## src/hw/rtl/x64e_pkg.sv

```systemverilog
// Types and constants shared by the x86-64 encoder front end, queue and serializer.
// No dependencies.
`default_nettype none

package x64e_pkg;

  localparam int MaxBytes = 10;

  localparam logic [7:0] RexBase    = 8'h40;
  localparam logic [7:0] OpMovLoad  = 8'h8B;
  localparam logic [7:0] OpMovImm32 = 8'hC7;
  localparam logic [7:0] OpMovImm64 = 8'hB8;
  localparam logic [7:0] SsePrefix  = 8'hF2;
  localparam logic [7:0] Escape0F   = 8'h0F;
  localparam logic [7:0] SibNoIndex = 8'h24;

  typedef enum logic [4:0] {
    OP_MOV_RR   = 5'd0,
    OP_MOV_RI   = 5'd1,
    OP_MOV_RM   = 5'd2,
    OP_MOV_MR   = 5'd3,
    OP_ADD_RR   = 5'd4,
    OP_ADD_RI   = 5'd5,
    OP_SUB_RR   = 5'd6,
    OP_SUB_RI   = 5'd7,
    OP_IMUL_RR  = 5'd8,
    OP_AND_RR   = 5'd9,
    OP_OR_RR    = 5'd10,
    OP_XOR_RR   = 5'd11,
    OP_SHL_RI   = 5'd12,
    OP_SHR_RI   = 5'd13,
    OP_CMP_RR   = 5'd14,
    OP_CMP_RI   = 5'd15,
    OP_TEST_RR  = 5'd16,
    OP_JMP      = 5'd17,
    OP_JCC      = 5'd18,
    OP_CALL     = 5'd19,
    OP_RET      = 5'd20,
    OP_PUSH     = 5'd21,
    OP_POP      = 5'd22,
    OP_MOVSD_LD = 5'd23,
    OP_MOVSD_ST = 5'd24,
    OP_ADDSD    = 5'd25,
    OP_SUBSD    = 5'd26,
    OP_MULSD    = 5'd27,
    OP_DIVSD    = 5'd28
  } opcode_t;

  typedef struct packed {
    logic [4:0]         opcode;
    logic [3:0]         first_reg;
    logic [3:0]         second_reg;
    logic signed [31:0] displacement;
    logic signed [63:0] immediate;
    logic [3:0]         cond_code;
  } req_t;

  typedef struct packed {
    logic [7:0] code_byte;
    logic       last_byte;
  } rsp_t;

  // One encoded instruction: bytes in emit order, len in 0..MaxBytes (0: nothing to emit)
  typedef struct packed {
    logic [MaxBytes-1:0][7:0] bytes;
    logic [3:0]               len;
  } enc_t;

endpackage

`default_nettype wire

```

## src/hw/rtl/x64e_front.sv

```systemverilog
// Front end: classifies a request and builds its full byte string combinationally.
// Depends on x64e_pkg.
`default_nettype none

module x64e_front import x64e_pkg::*; (
  input  wire req_t req,
  output enc_t      enc
);

  function automatic enc_t put_b(enc_t e, logic [7:0] b);
    enc_t r;
    r = e;
    if (e.len < 4'(MaxBytes)) begin
      r.bytes[e.len] = b;
      r.len = e.len + 4'd1;
    end
    return r;
  endfunction

  function automatic enc_t put32(enc_t e, logic [31:0] d);
    enc_t r;
    r = put_b(e, d[7:0]);
    r = put_b(r, d[15:8]);
    r = put_b(r, d[23:16]);
    r = put_b(r, d[31:24]);
    return r;
  endfunction

  function automatic logic fits8(logic [31:0] v);
    return (v[31:7] == '0) || (v[31:7] == '1);
  endfunction

  function automatic enc_t put_rex(enc_t e, logic w, logic [3:0] r, logic [3:0] b);
    logic [7:0] rex;
    rex = {4'h4, w, r[3], 1'b0, b[3]};
    return (rex != RexBase) ? put_b(e, rex) : e;
  endfunction

  function automatic enc_t put_modrm(enc_t e, logic [1:0] md, logic [3:0] rg,
                                     logic [3:0] rm);
    return put_b(e, {md, rg[2:0], rm[2:0]});
  endfunction

  function automatic enc_t put_mem(enc_t e, logic [3:0] rg, logic [3:0] base,
                                   logic [31:0] disp);
    enc_t r;
    logic [1:0] md;
    // RBP/R13 base has no mod=0 form, so it falls through to disp8
    if (disp == '0 && base[2:0] != 3'd5) md = 2'd0;
    else if (fits8(disp))                md = 2'd1;
    else                                 md = 2'd2;
    r = put_modrm(e, md, rg, base);
    if (base[2:0] == 3'd4) r = put_b(r, SibNoIndex);
    if (md == 2'd1) r = put_b(r, disp[7:0]);
    else if (md == 2'd2) r = put32(r, disp);
    return r;
  endfunction

  function automatic enc_t alu_rr(enc_t e, logic [7:0] op, logic [3:0] dst,
                                  logic [3:0] src);
    enc_t r;
    r = put_rex(e, 1'b1, src, dst);
    r = put_b(r, op);
    r = put_modrm(r, 2'd3, src, dst);
    return r;
  endfunction

  function automatic enc_t alu_ri(enc_t e, logic [2:0] ext, logic [3:0] dst,
                                  logic [31:0] imm);
    enc_t r;
    r = put_rex(e, 1'b1, 4'd0, dst);
    if (fits8(imm)) begin
      r = put_b(r, 8'h83);
      r = put_modrm(r, 2'd3, {1'b0, ext}, dst);
      r = put_b(r, imm[7:0]);
    end else begin
      r = put_b(r, 8'h81);
      r = put_modrm(r, 2'd3, {1'b0, ext}, dst);
      r = put32(r, imm);
    end
    return r;
  endfunction

  function automatic enc_t shift_ri(enc_t e, logic [2:0] ext, logic [3:0] dst,
                                    logic [7:0] cnt);
    enc_t r;
    r = put_rex(e, 1'b1, 4'd0, dst);
    if (cnt == 8'd1) begin
      r = put_b(r, 8'hD1);
      r = put_modrm(r, 2'd3, {1'b0, ext}, dst);
    end else begin
      r = put_b(r, 8'hC1);
      r = put_modrm(r, 2'd3, {1'b0, ext}, dst);
      r = put_b(r, cnt);
    end
    return r;
  endfunction

  function automatic enc_t sse_pre(enc_t e, logic [3:0] rg, logic [3:0] rm);
    enc_t r;
    r = put_b(e, SsePrefix);
    r = put_rex(r, 1'b0, rg, rm);
    r = put_b(r, Escape0F);
    return r;
  endfunction

  function automatic enc_t sse_rr(enc_t e, logic [7:0] op, logic [3:0] dst,
                                  logic [3:0] src);
    enc_t r;
    r = sse_pre(e, dst, src);
    r = put_b(r, op);
    r = put_modrm(r, 2'd3, dst, src);
    return r;
  endfunction

  logic [3:0]  a;
  logic [3:0]  b;
  logic [31:0] disp;
  logic [63:0] imm;
  logic [31:0] imm32;
  logic        imm_fits32;
  enc_t        e0;

  assign a          = req.first_reg;
  assign b          = req.second_reg;
  assign disp       = req.displacement;
  assign imm        = req.immediate;
  assign imm32      = imm[31:0];
  assign imm_fits32 = (imm[63:31] == '0) || (imm[63:31] == '1);
  assign e0         = '0;

  always_comb begin
    enc = e0;
    unique case (opcode_t'(req.opcode))
      OP_MOV_RR:  enc = alu_rr(e0, 8'h89, a, b);
      OP_MOV_RI: begin
        enc = put_rex(e0, 1'b1, 4'd0, a);
        if (imm_fits32) begin
          enc = put_b(enc, OpMovImm32);
          enc = put_modrm(enc, 2'd3, 4'd0, a);
          enc = put32(enc, imm32);
        end else begin
          enc = put_b(enc, OpMovImm64 + {5'd0, a[2:0]});
          enc = put32(enc, imm32);
          enc = put32(enc, imm[63:32]);
        end
      end
      OP_MOV_RM: begin
        enc = put_rex(e0, 1'b1, a, b);
        enc = put_b(enc, OpMovLoad);
        enc = put_mem(enc, a, b, disp);
      end
      OP_MOV_MR: begin
        enc = put_rex(e0, 1'b1, a, b);
        enc = put_b(enc, 8'h89);
        enc = put_mem(enc, a, b, disp);
      end
      OP_ADD_RR:  enc = alu_rr(e0, 8'h01, a, b);
      OP_ADD_RI:  enc = alu_ri(e0, 3'd0, a, imm32);
      OP_SUB_RR:  enc = alu_rr(e0, 8'h29, a, b);
      OP_SUB_RI:  enc = alu_ri(e0, 3'd5, a, imm32);
      OP_IMUL_RR: begin
        enc = put_rex(e0, 1'b1, a, b);
        enc = put_b(enc, Escape0F);
        enc = put_b(enc, 8'hAF);
        enc = put_modrm(enc, 2'd3, a, b);
      end
      OP_AND_RR:  enc = alu_rr(e0, 8'h21, a, b);
      OP_OR_RR:   enc = alu_rr(e0, 8'h09, a, b);
      OP_XOR_RR:  enc = alu_rr(e0, 8'h31, a, b);
      OP_SHL_RI:  enc = shift_ri(e0, 3'd4, a, imm[7:0]);
      OP_SHR_RI:  enc = shift_ri(e0, 3'd5, a, imm[7:0]);
      OP_CMP_RR:  enc = alu_rr(e0, 8'h39, a, b);
      OP_CMP_RI:  enc = alu_ri(e0, 3'd7, a, imm32);
      OP_TEST_RR: enc = alu_rr(e0, 8'h85, a, b);
      OP_JMP:     enc = put32(put_b(e0, 8'hE9), disp);
      OP_JCC: begin
        enc = put_b(e0, Escape0F);
        enc = put_b(enc, 8'h80 + {4'd0, req.cond_code});
        enc = put32(enc, disp);
      end
      OP_CALL:    enc = put32(put_b(e0, 8'hE8), disp);
      OP_RET:     enc = put_b(e0, 8'hC3);
      OP_PUSH: begin
        enc = a[3] ? put_b(e0, 8'h41) : e0;
        enc = put_b(enc, 8'h50 + {5'd0, a[2:0]});
      end
      OP_POP: begin
        enc = a[3] ? put_b(e0, 8'h41) : e0;
        enc = put_b(enc, 8'h58 + {5'd0, a[2:0]});
      end
      OP_MOVSD_LD: begin
        enc = sse_pre(e0, a, b);
        enc = put_b(enc, 8'h10);
        enc = put_mem(enc, a, b, disp);
      end
      OP_MOVSD_ST: begin
        enc = sse_pre(e0, a, b);
        enc = put_b(enc, 8'h11);
        enc = put_mem(enc, a, b, disp);
      end
      OP_ADDSD:   enc = sse_rr(e0, 8'h58, a, b);
      OP_SUBSD:   enc = sse_rr(e0, 8'h5C, a, b);
      OP_MULSD:   enc = sse_rr(e0, 8'h59, a, b);
      OP_DIVSD:   enc = sse_rr(e0, 8'h5E, a, b);
      default:    enc = e0;  // unused codes emit nothing
    endcase
  end

endmodule

`default_nettype wire

```

## src/hw/rtl/x64e_queue.sv

```systemverilog
// Small FIFO of encoded instructions between front end and serializer.
// Depends on x64e_pkg.
`default_nettype none

module x64e_queue import x64e_pkg::*; #(
  parameter int Depth = 2
) (
  input  wire  clk,
  input  wire  rst_n,
  input  wire  push,
  input  enc_t push_data,
  output logic push_ready,
  input  wire  pop,
  output logic pop_valid,
  output enc_t pop_data
);

  localparam int PtrW = (Depth > 1) ? $clog2(Depth) : 1;
  localparam int CntW = $clog2(Depth + 1);

  enc_t            mem_r [Depth];
  logic [PtrW-1:0] wr_ptr_r, wr_ptr_nxt;
  logic [PtrW-1:0] rd_ptr_r, rd_ptr_nxt;
  logic [CntW-1:0] cnt_r, cnt_nxt;
  logic            do_push, do_pop;

  assign push_ready = (cnt_r != CntW'(Depth));
  assign pop_valid  = (cnt_r != '0);
  assign pop_data   = mem_r[rd_ptr_r];
  assign do_push    = push && push_ready;
  assign do_pop     = pop && pop_valid;

  always_comb begin
    wr_ptr_nxt = wr_ptr_r;
    rd_ptr_nxt = rd_ptr_r;
    cnt_nxt    = cnt_r;
    if (do_push) begin
      wr_ptr_nxt = (wr_ptr_r == PtrW'(Depth - 1)) ? '0 : wr_ptr_r + PtrW'(1);
    end
    if (do_pop) begin
      rd_ptr_nxt = (rd_ptr_r == PtrW'(Depth - 1)) ? '0 : rd_ptr_r + PtrW'(1);
    end
    if (do_push && !do_pop) cnt_nxt = cnt_r + CntW'(1);
    else if (!do_push && do_pop) cnt_nxt = cnt_r - CntW'(1);
  end

  always_ff @(posedge clk) begin
    if (!rst_n) begin
      wr_ptr_r <= '0;
      rd_ptr_r <= '0;
      cnt_r    <= '0;
    end else begin
      wr_ptr_r <= wr_ptr_nxt;
      rd_ptr_r <= rd_ptr_nxt;
      cnt_r    <= cnt_nxt;
    end
  end

  always_ff @(posedge clk) begin
    if (do_push) mem_r[wr_ptr_r] <= push_data;
  end

endmodule

`default_nettype wire

```

## src/hw/rtl/x64e_back.sv

```systemverilog
// Serializer: holds one encoded instruction and sends it out a byte per beat.
// Depends on x64e_pkg.
`default_nettype none

module x64e_back import x64e_pkg::*; (
  input  wire  clk,
  input  wire  rst_n,
  input  wire  q_valid,
  input  enc_t q_data,
  output logic q_pop,
  output logic out_valid,
  input  wire  out_ready,
  output rsp_t out_data
);

  logic       cur_vld_r, cur_vld_nxt;
  enc_t       cur_r, cur_nxt;
  logic [3:0] idx_r, idx_nxt;
  logic       is_last;
  logic       beat;

  assign is_last   = (idx_r == 4'(cur_r.len - 4'd1));
  assign beat      = cur_vld_r && out_ready;
  // refill on the final beat so instructions leave with no gap
  assign q_pop     = q_valid && (!cur_vld_r || (beat && is_last));

  assign out_valid          = cur_vld_r;
  assign out_data.code_byte = cur_r.bytes[idx_r];
  assign out_data.last_byte = is_last;

  always_comb begin
    cur_vld_nxt = cur_vld_r;
    cur_nxt     = cur_r;
    idx_nxt     = idx_r;
    if (q_pop) begin
      cur_vld_nxt = 1'b1;
      cur_nxt     = q_data;
      idx_nxt     = '0;
    end else if (beat) begin
      if (is_last) cur_vld_nxt = 1'b0;
      else idx_nxt = idx_r + 4'd1;
    end
  end

  always_ff @(posedge clk) begin
    if (!rst_n) begin
      cur_vld_r <= 1'b0;
      idx_r     <= '0;
    end else begin
      cur_vld_r <= cur_vld_nxt;
      idx_r     <= idx_nxt;
    end
  end

  always_ff @(posedge clk) begin
    cur_r <= cur_nxt;
  end

endmodule

`default_nettype wire

```

## src/hw/rtl/x64_instruction_encoder_core.sv

```systemverilog
// x86-64 instruction encoder, top level: front end, instruction queue, serializer.
// An accepted request goes to the queue, then to the serializer. Throughput: one
// output byte per cycle while out_ready is high; a request of n bytes (1..10)
// holds the output port for all its bytes, so the output port sets the rate.
// Requests are taken every cycle while the queue (QueueDepth entries) has room.
// Reset (rst_n low, synchronous) empties the queue and the serializer.
// Depends on x64e_pkg, x64e_front, x64e_queue, x64e_back.
`default_nettype none

module x64_instruction_encoder_core import x64e_pkg::*; #(
  parameter int QueueDepth = 2
) (
  input  wire  clk,
  input  wire  rst_n,
  input  wire  in_valid,
  output logic in_ready,
  input  req_t in_data,
  output logic out_valid,
  input  wire  out_ready,
  output rsp_t out_data
);

  enc_t enc;
  enc_t q_data;
  logic q_push_ready;
  logic q_valid;
  logic q_pop;

  x64e_front u_front (
    .req (in_data),
    .enc (enc)
  );

  assign in_ready = q_push_ready;

  // requests that encode to nothing are accepted and dropped
  x64e_queue #(
    .Depth (QueueDepth)
  ) u_queue (
    .clk        (clk),
    .rst_n      (rst_n),
    .push       (in_valid && (enc.len != '0)),
    .push_data  (enc),
    .push_ready (q_push_ready),
    .pop        (q_pop),
    .pop_valid  (q_valid),
    .pop_data   (q_data)
  );

  x64e_back u_back (
    .clk       (clk),
    .rst_n     (rst_n),
    .q_valid   (q_valid),
    .q_data    (q_data),
    .q_pop     (q_pop),
    .out_valid (out_valid),
    .out_ready (out_ready),
    .out_data  (out_data)
  );

endmodule

`default_nettype wire

```

## config.mk

```make
export PLATFORM = sky130hd
export DESIGN_NAME = x64_instruction_encoder_core
export DESIGN_NICKNAME = d
export VERILOG_FILES = /design/src/hw/rtl/x64e_pkg.sv /design/src/hw/rtl/x64e_front.sv /design/src/hw/rtl/x64e_queue.sv /design/src/hw/rtl/x64e_back.sv /design/src/hw/rtl/x64_instruction_encoder_core.sv
export SDC_FILE = /design/constraint.sdc
export NUM_CORES = 1
export LEC_CHECK = 0
export ABC_AREA = 1
export BUFFER_PORTS_ARGS = -buffer_cell sky130_fd_sc_hd__buf_2
export CAP_MARGIN = 20
export CORE_MARGIN = 2
export CORE_UTILIZATION = 55
export DETAILED_ROUTE_END_ITERATION = 10
export PLACE_DENSITY = 0.8
export SLEW_MARGIN = 5
export SYNTH_ARGS = -nofsm -noshare
export SYNTH_HDL_FRONTEND = slang
export SYNTH_HIERARCHICAL = 1
export SYNTH_SLANG_ARGS = --single-unit
export TNS_END_PERCENT = 20
```

## constraint.sdc

```tcl
create_clock -name clk -period 6.85 [get_ports clk]
set_input_delay 0.3425 -clock clk [delete_from_list [all_inputs] [get_ports clk]]
set_output_delay 0.3425 -clock clk [all_outputs]
set_load 0.03 [all_outputs]
```

== Word-level counts from Yosys, hierarchy flattened ==
Memory sizes are Yosys's and may differ from the RTL's. A register that Yosys moved wholly into a read port is not among the register bits.
Cells that the tools add are included.
Operators by class
  add/sub/neg operators: 138
  order comparisons: 385
  eq/ne operators: 44
  multiplexer cells: 721
  bitwise logic cells: 119
  reductions and logical operators: 158
Operators by type and width (count)
  $mux 84: 352
  $bwmux 80: 95
  $demux 8 s4: 128
  $pmux 84 s29: 1
  $mux 8: 129
  $lt 4x5->1 const B: 129
  $and 60x60->60: 10
  $not 60->60: 10
  $and 50x50->50: 11
  $not 50->50: 11
  $and 40x40->40: 13
  $not 40->40: 13
  $or 40x40->40: 13
  $add 4x1->4 const B: 129
  $ge 4x1->1 const B: 128
  $lt 4x4->1 const B: 128
  $or 30x30->30: 11
  $or 20x20->20: 10
  $and 70x70->70: 2
  $not 70->70: 2
  $logic_and 1x1->1: 137
  $or 50x50->50: 2
  $eq 5x5->1 const B: 13
  $and 30x30->30: 2
  other kinds (39): 86
Word-level totals
  register bits: 9
  bits in writable memories: 168
  output and inout port bits: 11
  logic and storage cells: 1571
  memories: 1
Memories
  u_queue.mem_r: depth 2, width 84, rd ports 1, clocked after Yosys merged registers in 1, wr ports 1, line x64e_queue.sv:21  | enc_t mem_r [Depth];

== Longest topological paths before layout ==
  word-level depth: 85
  gate-level depth with buffers: 27
  gate-level depth less buffers: 25

== Cells and area by module ==
The synthesis kept the hierarchy.
Modules (own cells, without submodules)
  x64e_queue: instances 1, cells an instance 298, area an instance 6545.0 sq um
  x64e_front: instances 1, cells an instance 1250, area an instance 5705.5 sq um
  x64e_back: instances 1, cells an instance 292, area an instance 3686.0 sq um
  x64_instruction_encoder_core: instances 1, cells an instance 4, area an instance 16.3 sq um

== Worst setup path before layout ==
OpenSTA, ideal clock, no wires.
  path kind: input port to flip-flop
  from: input port in_data[100] (netlist bit)
  to: memory u_queue/mem_r[0][0] (netlist bit), enable pin
  library setup time: 527 ps
  arrival time: 5987 ps
  required time: 6323 ps
  setup slack: 336 ps
  cell stages on the path: 14
  buffers on the path: 4
  path through: inv_1 nand3_1 clkbuf_1 ha_1 buf_2 inv_1 clkbuf_1 clkbuf_1 o21ai_0 o21bai_1 nor2_1 a21oi_1 nand2_1 nor2_1
RTL lines
  start, declared: line x64_instruction_encoder_core.sv:17  | input req_t in_data,
  end, declared: line x64e_queue.sv:21

==> out/metrics.yaml <==
status:
  outcome: "completed"
setup_path:
  r2r_end: "u_queue/cnt_r[0]"
  ff2ff_path_depth: 14
  cp_data_required_time_ps: 6980
  crit_fanout: 52
  r2r-start: "u_back/idx_r[2]"
  start_kind: "input pin"
  crit_type: "in -> reg"
  end_kind: "flip-flop"
  r2r_slack_ps: 2880
  cp.arrival_ps: 4860
logic_synthesis:
  yosysSeqAreaShare: 0.487
  yosys-top-cells-count: "445 x nand2_1, 266 x nor2_1, 252 x edfxtp_1"
  synth_top_area_cell: "edfxtp_1"
  ys_seq_elements: 262
  synth_area_sq_mm: 0.0160
  yosys.area_share.simple: 0.245
  synthFlopType: "edfxtp_1"
  synth_nets: 1969
  yosysMostFrequentCell: "nand2_1"
  syn-instance-count: 1844
  async_reset_ff_frac: 0
  synthMuxAreaShare: 0.0784
  synth_fa_ha_area_frac: 0.00627
  avgSynthCellArea_sq_um: 8.65
  synth_edf_count: 252
  yosys_warnings: 6
  yosys.area.top_type_share: 0.474
  ys_top_cells_by_area: "edfxtp_1 47%, nand2_1 10%, nor2_1 6.3%, mux2_4 5.6%, o21ai_0 4.9%"
  synth_cell_types: 51
  synth_top_family_by_area: "simple AND/OR/NAND/NOR gates"
  synthXorXnorAreaFrac: 0.00220
  synth_compound_area_frac: 0.115
clock_tree:
  clock-sinks: 262
  cts_tree: "done"
  clk_latency_ps: 500
  post_cts_buffers: 0
  root_buffer: "clkbuf_16"
  h-tree-depth: 1
  clkTransAtPathRegs_ps: 70
  clockBufferDepth: 3
  cts_resized: 0
  cts_buffers: 21
  holdBufCountCts: 0
placement:
  place_hpwl_mm: 46.3
  dp_slack_ps: 1790
  dp.cells: 2295
  gp_congestion: 1.04
  io_buffers: 127
finish:
  multi_input_area_sq_mm: 0.00713
  fillers: 2415
  diodes: 0
  layout.nets: 2060
  final_cells: 2331
  drive_gt1_frac: 0.162
  syn2layout_area_growth_pct: 8.97
  register_area_sq_mm: 0.00777
grt:
  grt.total_usage: 0.417
  gr-total-overflow: 0
  grt_pass1_vias: 14400
  antenna_found_initial: 2
  grt_first_pass_wirelength_mm: 93.2
  grt_max_degree: 86
die:
  fp-row-count: 62
  io_pins: 128
  start_util: 0.557
  die_w_um: 174
  coreArea_sq_mm: 0.0286
  die_area_sq_mm: 0.0304
  die_h_um: 174
sta:
  hold_violations: 0
  rsz0062_at_grt: "false"
  tns_ps: 0
  setup_viol: 0
  post-route-period-util: 0.690
  fin_ws_ps: 2120
  worst_pin_slew_ps: 1060
  max-slew-margin-rel: 0.295
  fin_skew_ps: 8.46
  post-route-min-period_ps: 4730
  fmax_mhz: 211
  drv_slew: 0
run:
  max-cap-violations: 0
pwr:
  seq_power_share: 0.480
  p_leak_nw: 7.11
  p_switching_mw: 1.75
  p_sw_frac: 0.339
  powerDensity_mw_per_mm2: 296
  p_total_mw: 5.14
  internal-power_mw: 3.40
  clock_power_share: 0.208
  p_comb_frac: 0.312
  vdd_drop_max_uv: 233
hold_path:
  hp-start: "rst_n"
  worstHoldPathCells: 3
  hp-class: "in -> reg"
  min_to: "u_queue/cnt_r[1]"
detailed_routing:
  route.detailed.drc: 0
  routed_wl_mm: 64.6
  final_antenna_net_count: 0
  wire_per_inst_um: 27.7
  first_iter_violations: 2594
  vias_per_cell: 6.57
  vias: 15300
  drt_pass1_iterations: 6
[power groups by stage]
stage	Sequential, mW	Combinational [mW]	Clock (mW)
floorplan	2.43	1.06	0
global placement	2.44	1.46	0
detailed placement	2.48	1.50	0
CTS	2.47	1.55	1.08
global route	2.50	1.68	1.13
finish	2.47	1.60	1.07
[sequential cells by signal, summed over array words and instances (netlist names), named ones only]
name,count
u_back/cur_r,84
u_queue/rd_ptr_r,1
u_queue/cnt_r,2
u_back/out_valid,1
u_back/idx_r,4
u_queue/wr_ptr_r,1
u_queue/mem_r,168
[final cells by class]
cell class	count	share of cell area
Timing Repair Buffer	148	0.0475
Tap cell	384	0.0276
Inverter	156	0.0340
Sequential cell	262	0.447
Clock buffer	26	0.0313
Multi-Input combinational cell	1346	0.410
Clock inverter	9	0.00216
[metrics by stage]
stage | util | area, sq um | hold WS (ps)
global route | 0.607 | 17400 | 169
detailed placement | 0.586 | 16800 | 532
CTS | 0.606 | 17400 | 151
global placement | 0.586 | 16800 | 476
finish | 0.607 | 17400 | 181
floorplan | - | 16000 | 464
[worst max-delay path, stage by stage]
cell and delay (ps):
buf_2 130, inv_1 250, nand3_1 130, nor2_1 140, nand3_2 180, nand2_2 560
inv_2 40, buf_4 270, ha_1 330, nand2_1 50, nand4_1 140, a21oi_1 60
nand2_1 90, nor2_1 50, nand2_1 110, nor2_1 50, a21oi_1 190, nand2_1 200
nor2_4 810, buf_4 690
[cell usage in the layout, fill, tap and decap left out, types with 9 or more instances in the layout]
cell	count
o221ai_1	9
inv_2	21
clkbuf_16	21
nand4_1	37
nand2_2	10
inv_1	132
mux2_4	60
o21ai_1	21
edfxtp_1	252
nor2_1	264
buf_2	127
o21ai_0	155
nand3_1	117
o22ai_1	32
dfxtp_1	9
mux2_2	24
nor3_1	17
o211ai_1	36
a21oi_1	44
nand2_1	445
buf_4	19
[kinds of logic (layout without fill, tap and decap cells)]
logic type | after synthesis | count (layout)
buffers and inverters | 236 | 339
XOR/XNOR | 4 | 4
AND/OR/NAND/NOR | 922 | 922
flip-flops | 262 | 262
AO/OA/AOI/OAI | 320 | 320
adder cells (fa/ha/maj) | 8 | 8
multiplexers | 92 | 92
[routing by layer]
metal | vias to the layer above | GRT usage | share of wire
li1 | 6531 | - | -
met1 | 7177 | 0.553 | 0.37
met2 | 1338 | 0.636 | 0.44
met3 | 276 | 0.112 | 0.13
met4 | 4 | 0.203 | 0.060
met5 | - | 0 | 0.00043
[how the worst max path moves through the flow]
stage / endpoint / startpoint / slack (ps) / cells after the start
2_1_floorplan: u_queue/mem_r[0][0] / in_data[100] / 340 / 14
3_3_place_gp: u_queue/mem_r[1][71] / in_data[98] / 1870 / 21
3_5_place_dp: u_queue/mem_r[1][83] / in_data[80] / 1790 / 20
4_1_cts: u_queue/mem_r[1][26] / in_data[80] / 2230 / 20
5_1_grt: u_queue/mem_r[1][25] / in_data[80] / 1840 / 20
6_report: u_queue/mem_r[1][26] / in_data[96] / 2120 / 20
Power figures use the tool's default switching activity.
